<file path="config.mk">
export PLATFORM = sky130hd
export DESIGN_NAME = yuv_box_color_classifier_core
export DESIGN_NICKNAME = d
export VERILOG_FILES = /design/src/design/ybcc_pkg.sv /design/src/design/yuv_box_color_classifier_core.sv /design/src/design/ybcc_front.sv /design/src/design/ybcc_fifo.sv /design/src/design/ybcc_back.sv
export SDC_FILE = /design/constraint.sdc
export NUM_CORES = 2
export LEC_CHECK = 0
export BUFFER_PORTS_ARGS = -buffer_cell sky130_fd_sc_hd__buf_2
export CAP_MARGIN = 10
export CELL_PAD_IN_SITES_DETAIL_PLACEMENT = 2
export CELL_PAD_IN_SITES_GLOBAL_PLACEMENT = 2
export CORE_MARGIN = 2
export CORE_UTILIZATION = 41
export CTS_CLUSTER_SIZE = 10
export DETAILED_ROUTE_END_ITERATION = 10
export PLACE_DENSITY = 0.78
export SETUP_SLACK_MARGIN = 0.05
export SLEW_MARGIN = 20
export SYNTH_ARGS = -nofsm -noshare
export SYNTH_HDL_FRONTEND = slang
export SYNTH_HIERARCHICAL = 1
export SYNTH_SLANG_ARGS = --single-unit
export TNS_END_PERCENT = 5
</file>
<file path="constraint.sdc">
create_clock -name clk_i -period 5.7 [get_ports clk_i]
set_clock_uncertainty 0.05 [all_clocks]
set_input_delay 0.57 -clock clk_i [delete_from_list [all_inputs] [get_ports clk_i]]
set_output_delay 0.57 -clock clk_i [all_outputs]
set_load 0.01 [all_outputs]
</file>
<file path="src/design/ybcc_pkg.sv">
// Types, constants and helpers for the YUV box color classifier.
// No dependencies; used by every module of the block.
`default_nettype none

package ybcc_pkg;

  localparam int unsigned LABEL_W   = 4;
  localparam int unsigned IDX_W     = 4;
  localparam int unsigned CH_W      = 8;
  localparam int unsigned SUM_W     = 18;
  localparam int unsigned THR_W     = 9;
  localparam int unsigned CFG_IDX_W = 1;
  localparam int unsigned CFG_W     = 9;
  localparam int unsigned S_TDATA_W = 80;
  localparam int unsigned M_TDATA_W = 8;
  localparam int unsigned FIFO_DEPTH = 4;
  localparam int unsigned FIFO_PTR_W = $clog2(FIFO_DEPTH);

  localparam logic [LABEL_W-1:0] NO_COLOR   = 4'd11;
  localparam logic [CH_W-1:0]    QUANT_MASK = 8'h0F;

  // Fixed-point coefficients (scaled by 1024) and chroma bias of 128 * 1024
  localparam logic [SUM_W-1:0] KY_R  = 18'd306;
  localparam logic [SUM_W-1:0] KY_G  = 18'd601;
  localparam logic [SUM_W-1:0] KY_B  = 18'd117;
  localparam logic [SUM_W-1:0] KU_R  = 18'd172;
  localparam logic [SUM_W-1:0] KU_G  = 18'd340;
  localparam logic [SUM_W-1:0] KUV_P = 18'd512;
  localparam logic [SUM_W-1:0] KV_G  = 18'd419;
  localparam logic [SUM_W-1:0] KV_B  = 18'd83;
  localparam logic [SUM_W-1:0] CHROMA_BIAS = 18'd131072;

  // Input tdata bit positions, lowest field first
  localparam int unsigned POS_IDX   = 0;
  localparam int unsigned POS_YMIN  = 4;
  localparam int unsigned POS_YMAX  = 12;
  localparam int unsigned POS_UMIN  = 20;
  localparam int unsigned POS_UMAX  = 28;
  localparam int unsigned POS_VMIN  = 36;
  localparam int unsigned POS_VMAX  = 44;
  localparam int unsigned POS_RED   = 52;
  localparam int unsigned POS_GREEN = 60;
  localparam int unsigned POS_BLUE  = 68;

  typedef enum logic [0:0] {
    CMD_CLASSIFY = 1'b0,
    CMD_WRITE    = 1'b1
  } cmd_e;

  typedef enum logic [CFG_IDX_W-1:0] {
    REG_GRAY_THRESHOLD = 1'b0,
    REG_QUANTIZE       = 1'b1
  } reg_idx_e;

  typedef struct packed {
    logic [CH_W-1:0] v_max;
    logic [CH_W-1:0] v_min;
    logic [CH_W-1:0] u_max;
    logic [CH_W-1:0] u_min;
    logic [CH_W-1:0] y_max;
    logic [CH_W-1:0] y_min;
  } bounds_t;

  // One queued operation: a bounds write or a converted pixel
  typedef struct packed {
    cmd_e             cmd;
    logic [IDX_W-1:0] class_index;
    bounds_t          bounds;
    logic             gray;
    logic [CH_W-1:0]  y;
    logic [CH_W-1:0]  u;
    logic [CH_W-1:0]  v;
  } entry_t;

  function automatic logic [CH_W-1:0] abs_diff(input logic [CH_W-1:0] a,
                                               input logic [CH_W-1:0] b);
    abs_diff = (a > b) ? (a - b) : (b - a);
  endfunction

endpackage

`default_nettype wire

</file>
<file path="src/design/yuv_box_color_classifier_core.sv">
// Top level of the YUV box color classifier: front end, queue, back end.
// Depends on ybcc_pkg, ybcc_front, ybcc_fifo and ybcc_back.
//
// Channel   Dir  Beat contents (lowest bits first)
// s_axis    in   tuser: command; tdata: class_index, y_min, y_max, u_min,
//                u_max, v_min, v_max, red, green, blue, zero pad to 80 bits
// m_axis    out  tdata: label, zero pad to 8 bits (one beat per pixel)
// cfg       in   cfg_we_i, cfg_idx_i (0 gray threshold, 1 quantize), cfg_data_i
//
// One beat per clock sustained while m_axis_tready is high; a pixel's label
// passes through the input stage register, the queue and the output register.
// Bound writes take effect in order with pixels and produce no output beat.
// Reset clears config, all class bounds and every valid flag.
// The four-entry queue absorbs output stalls; input stalls only when it fills.
`default_nettype none

module yuv_box_color_classifier_core #(
  parameter int unsigned NUM_CLASSES = 11
) (
  input  wire logic                              clk_i,
  input  wire logic                              rst_ni,
  // configuration
  input  wire logic                              cfg_we_i,
  input  wire logic [ybcc_pkg::CFG_IDX_W-1:0]    cfg_idx_i,
  input  wire logic [ybcc_pkg::CFG_W-1:0]        cfg_data_i,
  // input stream
  input  wire logic                              s_axis_tvalid,
  output      logic                              s_axis_tready,
  // [3:0] class_index, [11:4] y_min, [19:12] y_max, [27:20] u_min,
  // [35:28] u_max, [43:36] v_min, [51:44] v_max, [59:52] red,
  // [67:60] green, [75:68] blue, [79:76] zero
  input  wire logic [ybcc_pkg::S_TDATA_W-1:0]    s_axis_tdata,
  // [0] command
  input  wire logic                              s_axis_tuser,
  // output stream
  output      logic                              m_axis_tvalid,
  input  wire logic                              m_axis_tready,
  // [3:0] label, [7:4] zero
  output      logic [ybcc_pkg::M_TDATA_W-1:0]    m_axis_tdata
);

  logic                          push, pop, full, empty;
  ybcc_pkg::entry_t              push_entry, pop_entry;
  logic [ybcc_pkg::LABEL_W-1:0]  label;

  // Front: accept beats, hold config, classify gray and form YUV sums
  ybcc_front u_front (
    .clk_i        (clk_i),
    .rst_ni       (rst_ni),
    .cfg_we_i     (cfg_we_i),
    .cfg_idx_i    (cfg_idx_i),
    .cfg_data_i   (cfg_data_i),
    .in_valid_i   (s_axis_tvalid),
    .in_ready_o   (s_axis_tready),
    .in_cmd_i     (s_axis_tuser),
    .in_data_i    (s_axis_tdata),
    .push_o       (push),
    .push_entry_o (push_entry),
    .full_i       (full)
  );

  // Queue: decouple the front from output back-pressure
  ybcc_fifo u_fifo (
    .clk_i        (clk_i),
    .rst_ni       (rst_ni),
    .push_i       (push),
    .push_entry_i (push_entry),
    .full_o       (full),
    .pop_i        (pop),
    .pop_entry_o  (pop_entry),
    .empty_o      (empty)
  );

  // Back: apply bound writes, match boxes, hold the label until taken
  ybcc_back #(
    .NUM_CLASSES (NUM_CLASSES)
  ) u_back (
    .clk_i       (clk_i),
    .rst_ni      (rst_ni),
    .empty_i     (empty),
    .entry_i     (pop_entry),
    .pop_o       (pop),
    .out_valid_o (m_axis_tvalid),
    .out_ready_i (m_axis_tready),
    .out_label_o (label)
  );

  // Pad the label to a whole byte
  assign m_axis_tdata = {{(ybcc_pkg::M_TDATA_W - ybcc_pkg::LABEL_W){1'b0}}, label};

endmodule

`default_nettype wire

</file>
<file path="src/design/ybcc_front.sv">
// Front end: config registers, input accept, quantize, gray test and YUV sums.
// Depends on ybcc_pkg; feeds ybcc_fifo.
`default_nettype none

module ybcc_front (
  input  wire logic                            clk_i,
  input  wire logic                            rst_ni,
  input  wire logic                            cfg_we_i,
  input  wire logic [ybcc_pkg::CFG_IDX_W-1:0]  cfg_idx_i,
  input  wire logic [ybcc_pkg::CFG_W-1:0]      cfg_data_i,
  input  wire logic                            in_valid_i,
  output      logic                            in_ready_o,
  input  wire logic                            in_cmd_i,
  input  wire logic [ybcc_pkg::S_TDATA_W-1:0]  in_data_i,
  output      logic                            push_o,
  output      ybcc_pkg::entry_t                push_entry_o,
  input  wire logic                            full_i
);

  logic [ybcc_pkg::THR_W-1:0] thr_q;
  logic                       quant_q;

  always_ff @(posedge clk_i or negedge rst_ni) begin
    if (!rst_ni) begin
      thr_q   <= '0;
      quant_q <= 1'b0;
    end else if (cfg_we_i) begin
      case (ybcc_pkg::reg_idx_e'(cfg_idx_i))
        ybcc_pkg::REG_GRAY_THRESHOLD: thr_q   <= cfg_data_i;
        ybcc_pkg::REG_QUANTIZE:       quant_q <= cfg_data_i[0];
        default: ;
      endcase
    end
  end

  logic [ybcc_pkg::CH_W-1:0] r, g, b;
  logic [ybcc_pkg::CH_W-1:0] d_rg, d_rb, d_bg;
  logic                      gray_d;
  logic [ybcc_pkg::SUM_W-1:0] sy_d, su_d, sv_d;
  ybcc_pkg::bounds_t          bnd_d;

  always_comb begin
    r = in_data_i[ybcc_pkg::POS_RED   +: ybcc_pkg::CH_W];
    g = in_data_i[ybcc_pkg::POS_GREEN +: ybcc_pkg::CH_W];
    b = in_data_i[ybcc_pkg::POS_BLUE  +: ybcc_pkg::CH_W];
    if (quant_q) begin
      r = r | ybcc_pkg::QUANT_MASK;
      g = g | ybcc_pkg::QUANT_MASK;
      b = b | ybcc_pkg::QUANT_MASK;
    end
    d_rg   = ybcc_pkg::abs_diff(r, g);
    d_rb   = ybcc_pkg::abs_diff(r, b);
    d_bg   = ybcc_pkg::abs_diff(b, g);
    gray_d = ({1'b0, d_rg} < thr_q) && ({1'b0, d_rb} < thr_q) && ({1'b0, d_bg} < thr_q);
    // All three sums land in 0..2^18-1 for 8-bit channels, so the 18-bit
    // wrap is exact and no clamp to 0..255 is needed.
    sy_d = ybcc_pkg::KY_R * ybcc_pkg::SUM_W'(r) + ybcc_pkg::KY_G * ybcc_pkg::SUM_W'(g)
         + ybcc_pkg::KY_B * ybcc_pkg::SUM_W'(b);
    su_d = ybcc_pkg::CHROMA_BIAS + ybcc_pkg::KUV_P * ybcc_pkg::SUM_W'(b)
         - ybcc_pkg::KU_R * ybcc_pkg::SUM_W'(r) - ybcc_pkg::KU_G * ybcc_pkg::SUM_W'(g);
    sv_d = ybcc_pkg::CHROMA_BIAS + ybcc_pkg::KUV_P * ybcc_pkg::SUM_W'(r)
         - ybcc_pkg::KV_G * ybcc_pkg::SUM_W'(g) - ybcc_pkg::KV_B * ybcc_pkg::SUM_W'(b);
    bnd_d.y_min = in_data_i[ybcc_pkg::POS_YMIN +: ybcc_pkg::CH_W];
    bnd_d.y_max = in_data_i[ybcc_pkg::POS_YMAX +: ybcc_pkg::CH_W];
    bnd_d.u_min = in_data_i[ybcc_pkg::POS_UMIN +: ybcc_pkg::CH_W];
    bnd_d.u_max = in_data_i[ybcc_pkg::POS_UMAX +: ybcc_pkg::CH_W];
    bnd_d.v_min = in_data_i[ybcc_pkg::POS_VMIN +: ybcc_pkg::CH_W];
    bnd_d.v_max = in_data_i[ybcc_pkg::POS_VMAX +: ybcc_pkg::CH_W];
  end

  // Single stage register between the input and the queue
  logic                        vld_q;
  ybcc_pkg::cmd_e              cmd_q;
  logic [ybcc_pkg::IDX_W-1:0]  idx_q;
  ybcc_pkg::bounds_t           bnd_q;
  logic                        gray_q;
  logic [ybcc_pkg::SUM_W-1:0]  sy_q, su_q, sv_q;
  logic                        load;

  assign push_o     = vld_q && !full_i;
  assign in_ready_o = !vld_q || !full_i;
  assign load       = in_valid_i && in_ready_o;

  always_ff @(posedge clk_i or negedge rst_ni) begin
    if (!rst_ni) begin
      vld_q <= 1'b0;
    end else if (in_ready_o) begin
      vld_q <= in_valid_i;
    end
  end

  always_ff @(posedge clk_i) begin
    if (load) begin
      cmd_q  <= ybcc_pkg::cmd_e'(in_cmd_i);
      idx_q  <= in_data_i[ybcc_pkg::POS_IDX +: ybcc_pkg::IDX_W];
      bnd_q  <= bnd_d;
      gray_q <= gray_d;
      sy_q   <= sy_d;
      su_q   <= su_d;
      sv_q   <= sv_d;
    end
  end

  always_comb begin
    push_entry_o.cmd         = cmd_q;
    push_entry_o.class_index = idx_q;
    push_entry_o.bounds      = bnd_q;
    push_entry_o.gray        = gray_q;
    push_entry_o.y           = sy_q[ybcc_pkg::SUM_W-1 -: ybcc_pkg::CH_W];
    push_entry_o.u           = su_q[ybcc_pkg::SUM_W-1 -: ybcc_pkg::CH_W];
    push_entry_o.v           = sv_q[ybcc_pkg::SUM_W-1 -: ybcc_pkg::CH_W];
  end

endmodule

`default_nettype wire

</file>
<file path="src/design/ybcc_fifo.sv">
// Short queue of operations between front end and back end.
// Depends on ybcc_pkg.
`default_nettype none

module ybcc_fifo (
  input  wire logic             clk_i,
  input  wire logic             rst_ni,
  input  wire logic             push_i,
  input  wire ybcc_pkg::entry_t push_entry_i,
  output      logic             full_o,
  input  wire logic             pop_i,
  output      ybcc_pkg::entry_t pop_entry_o,
  output      logic             empty_o
);

  ybcc_pkg::entry_t                 mem_q [ybcc_pkg::FIFO_DEPTH];
  logic [ybcc_pkg::FIFO_PTR_W-1:0]  wptr_q, rptr_q;
  logic [ybcc_pkg::FIFO_PTR_W:0]    cnt_q;

  assign full_o      = (cnt_q == (ybcc_pkg::FIFO_PTR_W+1)'(ybcc_pkg::FIFO_DEPTH));
  assign empty_o     = (cnt_q == '0);
  assign pop_entry_o = mem_q[rptr_q];

  always_ff @(posedge clk_i or negedge rst_ni) begin
    if (!rst_ni) begin
      wptr_q <= '0;
      rptr_q <= '0;
      cnt_q  <= '0;
    end else begin
      if (push_i) wptr_q <= wptr_q + 1'b1;
      if (pop_i)  rptr_q <= rptr_q + 1'b1;
      case ({push_i, pop_i})
        2'b10:   cnt_q <= cnt_q + 1'b1;
        2'b01:   cnt_q <= cnt_q - 1'b1;
        default: ;
      endcase
    end
  end

  always_ff @(posedge clk_i) begin
    if (push_i) mem_q[wptr_q] <= push_entry_i;
  end

endmodule

`default_nettype wire

</file>
<file path="src/design/ybcc_back.sv">
// Back end: class bound registers, box match and the output register.
// Depends on ybcc_pkg; drains ybcc_fifo.
`default_nettype none

module ybcc_back #(
  parameter int unsigned NUM_CLASSES = 11
) (
  input  wire logic                           clk_i,
  input  wire logic                           rst_ni,
  input  wire logic                           empty_i,
  input  wire ybcc_pkg::entry_t               entry_i,
  output      logic                           pop_o,
  output      logic                           out_valid_o,
  input  wire logic                           out_ready_i,
  output      logic [ybcc_pkg::LABEL_W-1:0]   out_label_o
);

  localparam int unsigned CI_W = 6;

  ybcc_pkg::bounds_t             bnd_q [NUM_CLASSES];
  logic                          vld_q;
  logic [ybcc_pkg::LABEL_W-1:0]  label_q;
  logic [ybcc_pkg::LABEL_W-1:0]  label_d;
  logic                          is_wr, is_px, out_free;

  assign is_wr    = !empty_i && (entry_i.cmd == ybcc_pkg::CMD_WRITE);
  assign is_px    = !empty_i && (entry_i.cmd == ybcc_pkg::CMD_CLASSIFY);
  assign out_free = !vld_q || out_ready_i;
  assign pop_o    = is_wr || (is_px && out_free);

  // Lowest matching class wins; walk from the top so lower ones override; gray forces NO_COLOR
  always_comb begin
    label_d = ybcc_pkg::NO_COLOR;
    for (int k = NUM_CLASSES - 1; k >= 0; k--) begin
      if (entry_i.y >= bnd_q[k].y_min && entry_i.y <= bnd_q[k].y_max &&
          entry_i.u >= bnd_q[k].u_min && entry_i.u <= bnd_q[k].u_max &&
          entry_i.v >= bnd_q[k].v_min && entry_i.v <= bnd_q[k].v_max) begin
        label_d = ybcc_pkg::LABEL_W'(k);
      end
    end
    if (entry_i.gray) label_d = ybcc_pkg::NO_COLOR;
  end

  // Out-of-range class indexes match no entry and drop silently
  always_ff @(posedge clk_i or negedge rst_ni) begin
    if (!rst_ni) begin
      for (int k = 0; k < NUM_CLASSES; k++) bnd_q[k] <= '0;
    end else if (is_wr) begin
      for (int k = 0; k < NUM_CLASSES; k++) begin
        if ({2'b00, entry_i.class_index} == CI_W'(k)) bnd_q[k] <= entry_i.bounds;
      end
    end
  end

  always_ff @(posedge clk_i or negedge rst_ni) begin
    if (!rst_ni) begin
      vld_q <= 1'b0;
    end else if (is_px && out_free) begin
      vld_q <= 1'b1;
    end else if (out_ready_i) begin
      vld_q <= 1'b0;
    end
  end

  always_ff @(posedge clk_i) begin
    if (is_px && out_free) label_q <= label_d;
  end

  assign out_valid_o = vld_q;
  assign out_label_o = label_q;

endmodule

`default_nettype wire

</file>
After elaboration in Yosys (flattened, before gate mapping)
Memories as Yosys holds them, arrays and structs flattened.
Index checks and enable logic that the tools add are counted.
Storage, ports and cells
  memories kept: 1
  output and inout bits: 10
  memory bits (writable): 312
  word-level logic and storage cells: 309
  bits of input ports: 96
  register bits after elaboration: 659
Operators by class
  add/subtract/negate cells: 18
  multiplexer cells: 22
  equality and inequality tests: 13
  magnitude comparators: 72
  reductions and logical operators: 87
  bitwise operators: 2
  multipliers: 7
Memories
  u_fifo.mem_q: words 4, bits a word 78, read ports 1, clocked after memory_dff 0, wr ports 1, line ybcc_fifo.sv:16  | ybcc_pkg::entry_t mem_q [ybcc_pkg::FIFO_DEPTH];
Operators by type and width (number)
  >= comparator 8 bit: 33
  <= comparator 8 bit: 33
  logical AND 1 bit: 62
  two-way mux 4 bit: 13
  subtractor 8 bit: 6
  multiplier 7 x 8 -> 15 bit (first input constant): 3
  adder 18 x 17 -> 18 bit (first input constant): 2
  subtractor 18 x 17 -> 18 bit: 2
  < comparator 8 x 9 -> 1 bit: 3
  AND reduction 2 bit: 13
  > comparator 8 bit: 3
  two-way mux 8 bit: 3
  adder 17 x 18 -> 18 bit: 1
  adder 18 x 15 -> 18 bit: 1
  multiplier 10 x 8 -> 18 bit (first input constant): 1
  subtractor 18 x 15 -> 18 bit: 1
  subtractor 18 x 16 -> 18 bit: 1
  multiplier 9 x 8 -> 17 bit (first input constant): 1
  equality test 4 x 3 -> 1 bit (second input constant): 4
  multiplier 8 x 8 -> 16 bit (first input constant): 1
  multiplier 6 x 8 -> 14 bit (first input constant): 1
  equality test 4 bit (second input constant): 3
  equality test 4 x 2 -> 1 bit (second input constant): 2
  case mux 3 bit (2 select lines): 1
  other kinds (15): 27

Longest topological paths before layout
An unclocked memory read counts as a cell.
  word-level depth: 18
  gate-level depth with buffers: 29
  depth with buffers taken out: 28

Modules after synthesis
Netlist, hierarchy kept.
By module, submodules not included
  ybcc_back: times used 1, seq. area each 13357.8 µm², area an instance 32389.8 µm², cells an instance 3027
  ybcc_front: times used 1, seq. area each 2617.5 µm², area an instance 13802.0 µm², cells an instance 1346
  ybcc_fifo: times used 1, seq. area each 9544.2 µm², area an instance 11738.8 µm², cells an instance 445
  yuv_box_color_classifier_core: times used 1, seq. area each 0.0 µm², area an instance 33.8 µm², cells an instance 5

Worst setup path before layout
Ideal clock, no wire load.
  path type: in2reg
  start: input s_axis_tdata[55] (netlist bit)
  end: register u_front/sy_q[17] (netlist bit) (data pin)
  arrival time: 6.154 ns
  cell stages on the path: 24
  slack: -0.778 ns
  library setup time: 0.275 ns
  required time: 5.375 ns
  path buffers: 1
  cells stage by stage: clkbuf_1 nor2_1 inv_1 ha_1 ha_1 fa_1 fa_1 ha_1 o21ai_0 a21boi_0 o21ai_0 a21boi_0 nor2_1 ha_1 inv_1 fa_1 fa_1 inv_1 ha_1 a21o_1 o21ai_0 o22ai_1 nor4_1 a311oi_1
Between the ends
  cells in the longest elaborated chain, start to end: 4
Ends and longest elaborated chain
  start, declared: line yuv_box_color_classifier_core.sv:32  | input wire logic [ybcc_pkg::S_TDATA_W-1:0] s_axis_tdata,
  two-way mux 4 bit: line ybcc_front.sv:46  | if (quant_q) begin
  multiplier 8 x 8 -> 16 bit: line ybcc_front.sv:57  | sy_d = ybcc_pkg::KY_R * ybcc_pkg::SUM_W'(r) + ybcc_pkg::KY_G * ybcc_pkg::SUM_W'(g)
  adder 17 x 18 -> 18 bit: line ybcc_front.sv:57
  adder 18 x 15 -> 18 bit: line ybcc_front.sv:58  | + ybcc_pkg::KY_B * ybcc_pkg::SUM_W'(b);
  net u_front.sy_d (one bit): line ybcc_front.sv:39  | logic [ybcc_pkg::SUM_W-1:0] sy_d, su_d, sv_d;
  end signal, assigned: line ybcc_front.sv:98  | sy_q <= sy_d;
  end, declared: line ybcc_front.sv:77  | logic [ybcc_pkg::SUM_W-1:0] sy_q, su_q, sv_q;
The timed path passes the listed nets, and every way through them passes these cells.
A chain may end at the register's enable or synchronous reset.

Worst setup path in the final report
  start: register u_front.quant_q
  end: register u_front/sy_q[17] (netlist bit) (data pin)
Between the ends
  cells in the longest elaborated chain, start to end: 4
  elaborated cells between the ends (all ways): 8
  classes of those cells: add/sub: 2; mul: 3; mux: 3
Ends and longest elaborated chain
  start, declared: line ybcc_front.sv:21  | logic quant_q;
  start signal, assigned: line ybcc_front.sv:30  | ybcc_pkg::REG_QUANTIZE: quant_q <= cfg_data_i[0];
  two-way mux 4 bit: line ybcc_front.sv:46
  multiplier 10 x 8 -> 18 bit / multiplier 8 x 8 -> 16 bit (equally long branches): line ybcc_front.sv:57
  adder 17 x 18 -> 18 bit: line ybcc_front.sv:57
  adder 18 x 15 -> 18 bit (*): line ybcc_front.sv:58
  net u_front.sy_d (one bit): line ybcc_front.sv:39
The timed path passes the listed nets; every way through them passes the cells marked *.

==> impl_metrics.py <==
metrics = {
    "critical_path": {
        "worst_r2r_endpoint": "u_front/sy_q[17]",
        "cp_common_cell": "ha_4",
        "critPathTopFamily": "adder cells",
        "worstSetupPathType": "flip-flop to flip-flop",
        "startpoint_type": "flip-flop",
        "startpoint": "u_front/quant_q",
        "end_kind": "flip-flop",
        "critPathArrivalTime_ns": 6.73,
        "cp.required_ns": 6.10,
        "cp_max_fo": 5,
        "max_stage_delay_ns": 0.58,
        "cpMaxStageDelayCell": "fa_2",
        "rr_worst_depth": 27,
        "reg2reg_from": "u_front/quant_q",
        "r2r_slack_ns": -0.64,
        "path_buf_inv": 5,
    },
    "yosys": {
        "syn_area_per_cell_um2": 12.0,
        "syn_inst": 4823,
        "syn_area_um2": 58000,
        "synthArstFlopShare_pct": 58.1,
        "ys_seq_elements": 941,
        "yosysSeqAreaShare_pct": 44.0,
        "synth_edf_count": 394,
        "synthFlopType": "dfrtp_1",
        "yosysUniqueCellTypes": 82,
        "ys_warn_count": 6,
    },
    "sta": {
        "fmax_ghz": 0.158,
        "rsz0062_at_grt": "yes",
        "finalSetupTns_ns": -5.02,
        "worstMarginPinSlew_ns": 1.08,
        "slew_violations": 0,
        "hold_violations": 0,
        "finalCritPeriodShare_pct": 111,
        "min_period_ns": 6.34,
        "layout_setup_ws_ns": -0.636,
        "setup_viol_count_final": 16,
        "max-slew-margin-rel_pct": 27.6,
    },
    "placement": {
        "post-dp-hpwl_mm": 138,
        "placed_cell_area_um2": 61900,
        "numPortBuffers": 97,
        "gp_congestion": 0.870,
    },
    "drt": {
        "routed_via_density": 5.68,
        "wl_per_cell_um": 29.2,
        "drt.antenna.violating_nets": 0,
        "drt-initial-drc-count": 2264,
        "routed_wl_mm": 208,
        "drt-pass1-iter-count": 5,
        "drc": 0,
        "dr_total_vias": 40500,
    },
    "min_path": {
        "hold_end": "u_front/thr_q[0]",
        "hold_path_class": "input port to flip-flop",
        "min_from": "cfg_data_i[0]",
        "holdPathStages": 2,
    },
    "grt": {
        "grtUsageTotal_pct": 28.2,
        "antenna_found_initial": 8,
        "grt_max_degree": 123,
        "grt_pass1_vias": 47000,
        "grt_pass1_wl_mm": 306,
        "grt-ovfl-total": 0,
    },
    "die": {
        "die_area_um2": 144000,
        "initial_core_util_pct": 41.4,
        "chipWidth_um": 380,
        "coreArea_um2": 140000,
        "die_h_um": 380,
        "fp-row-count": 137,
        "pin_count": 106,
    },
    "clocking": {
        "cts_tree": "built",
        "cts_max_path_buffers": 3,
        "cts-htree-levels": 3,
        "clk_pin_slew_worst_paths_ns": 0.07,
        "cts_made_buffers": 112,
        "root_buffer": "clkbuf_16",
        "clock_latency_ns": 0.74,
        "cts_sinks": 941,
    },
    "job": {
        "cap_violations": 0,
    },
    "outcome": {
        "violations": "setup timing",
        "outcome": "finished with violations",
    },
    "cells_and_area": {
        "fin_nets": 6272,
        "utilization_pct": 47.5,
        "post-route-cell-area_um2": 66500,
        "layout-drive-gt1-share_pct": 21.5,
        "synthToLayoutAreaGrowth_pct": 14.7,
    },
}
synthesized netlist by cell type, types with 5 or more instances:
library cell | count | share of area [%]
clkbuf_1 | 96 | 0.62
buf_2 | 30 | 0.26
or2_2 | 14 | 0.15
a31oi_1 | 8 | 0.086
mux2i_1 | 12 | 0.21
nor3b_1 | 5 | 0.065
inv_1 | 829 | 5.4
nand3_1 | 27 | 0.23
a21o_1 | 68 | 0.88
nor2_1 | 70 | 0.45
nor3_1 | 17 | 0.15
o21bai_1 | 8 | 0.10
nand4_1 | 68 | 0.73
o21ai_0 | 190 | 1.6
buf_4 | 7 | 0.091
o22ai_1 | 18 | 0.19
xor2_1 | 32 | 0.48
mux4_2 | 78 | 3.0
o211ai_1 | 28 | 0.36
and3_1 | 9 | 0.097
o21a_1 | 38 | 0.49
o2111ai_1 | 9 | 0.14
a21boi_0 | 8 | 0.10
nand2b_1 | 32 | 0.35
a2111oi_0 | 15 | 0.23
a211oi_1 | 22 | 0.28
xnor2_1 | 42 | 0.63
a311oi_1 | 6 | 0.091
nor4_1 | 6 | 0.065
mux2_2 | 452 | 8.8
buf_12 | 8 | 0.28
a21oi_1 | 230 | 2.0
nand2_1 | 217 | 1.4
ha_1 | 863 | 19
dfrtp_1 | 547 | 24
o21ai_1 | 27 | 0.23
fa_1 | 146 | 5.0
and2_1 | 8 | 0.086
o31ai_1 | 7 | 0.091
edfxtp_1 | 394 | 20
nor2b_1 | 64 | 0.69
flip-flops by register name, summed over array words and instances, names as in the netlist:
signal and count:
u_back/bnd_q 528, u_back/out_label_o 4, u_back/out_valid_o 1, u_fifo/cnt_q 3, u_fifo/mem_q 312, u_fifo/rptr_q 2, u_fifo/wptr_q 2, u_front/cmd_q 1
u_front/gray_q 1, u_front/idx_q 4, u_front/push_entry_o 48, u_front/quant_q 1, u_front/su_q 8, u_front/sv_q 8, u_front/sy_q 8, u_front/thr_q 9
u_front/vld_q 1
final cells by class:
cell class | count | area, um^2
inverter | 829 | 3110
fill | 13900 | 73400
multi-input combinational | 2914 | 29300
clock buffer | 187 | 3230
tap | 1876 | 2350
sequential | 941 | 25500
timing repair buffer | 369 | 2790
antenna | 2 | 5.00
clock inverter | 15 | 195
worst register-to-register path: stages, from the launching register on:
cell	delay, ns
dfrtp_2	0.45
buf_6	0.15
buf_6	0.13
nor2_4	0.15
inv_2	0.07
ha_4	0.29
ha_4	0.21
fa_2	0.59
ha_4	0.23
ha_4	0.27
nor2b_4	0.13
o21ai_2	0.17
a21boi_2	0.10
o21ai_2	0.16
nand2_1	0.13
nor2_2	0.17
nor2_2	0.06
ha_1	0.30
inv_2	0.04
fa_1	0.46
fa_1	0.57
inv_2	0.05
ha_4	0.22
a21o_1	0.18
o21ai_2	0.20
o22ai_2	0.13
nor4_2	0.30
a311oi_2	0.09
metal layers:
layer  share of wire (%)  global-route usage (%)  wire [um]
met1                  40                    33.2      82700
met2                  52                    51.6     109000
met3                 3.6                    3.31       7480
met4                 4.7                    12.0       9740
met5               0.018                       0         37
what timing repair did:
action / in CTS / in global routing
hold buffers: 51 / 0
resized for setup: 49 / 56
pin swaps: 19 / 56
setup endpoints to repair: 22 / 22
buffers inserted: 7 / 12
hold endpoints to repair: 117 / 0
worst max-delay path by stage:
| stage | to | slack (ns) | cells after the start |
|---|---|---|---|
| finish | u_front/sy_q[17] | -0.64 | 27 |
| global route | u_front/sy_q[17] | -0.73 | 23 |
| CTS | u_front/sy_q[17] | -0.43 | 24 |
| detailed placement | u_front/sy_q[17] | -0.76 | 24 |
| global placement | u_front/sy_q[17] | -0.43 | 27 |
| floorplan | u_front/sy_q[17] | -0.04 | 24 |
layout by cell type (no fill, tap or decap), drive strengths merged, types with 9 or more instances in the layout:
cell	n
a2111oi	17
a211oi	23
a21boi	9
a21o	69
a21oi	230
and3	9
buf	318
clkbuf	187
clkinv	11
dfrtp	547
dlygate4sd3	51
edfxtp	394
fa	146
ha	863
inv	831
mux2	454
mux2i	12
mux4	78
nand2	217
nand2b	33
nand3	27
nand4	68
nor2	70
nor2b	64
nor3	17
o2111ai	9
o211ai	30
o21a	38
o21ai	220
o22ai	19
or2	15
xnor2	42
xor2	32
cell families (layout without fill, tap and decap cells):
kind of cell    after synthesis  count (layout)  share of synthesized area, %
mux                         544             544                          12.1
compound gates              723             723                          7.64
other cells                   1               6                       0.00647
simple gates                560             560                          4.84
fa+ha+maj                  1009            1009                          23.7
buf+inv                     971            1400                          6.64
flops                       941             941                          44.0
xor+xnor                     74              74                          1.12
stage by stage:
stage                     instances  hold WS [ns]  setup WS [ns]
after floorplan                4826         0.224        -0.0415
after global placement         6859         0.419         -0.427
after detailed placement       6859         0.434         -0.758
after CTS                      7119       0.00180         -0.433
after global routing           7132        0.0339         -0.729
final                          7133        0.0521         -0.636
Power is not shown: default switching activity piles up to over one toggle a cycle in this logic, so the estimate is an artifact.
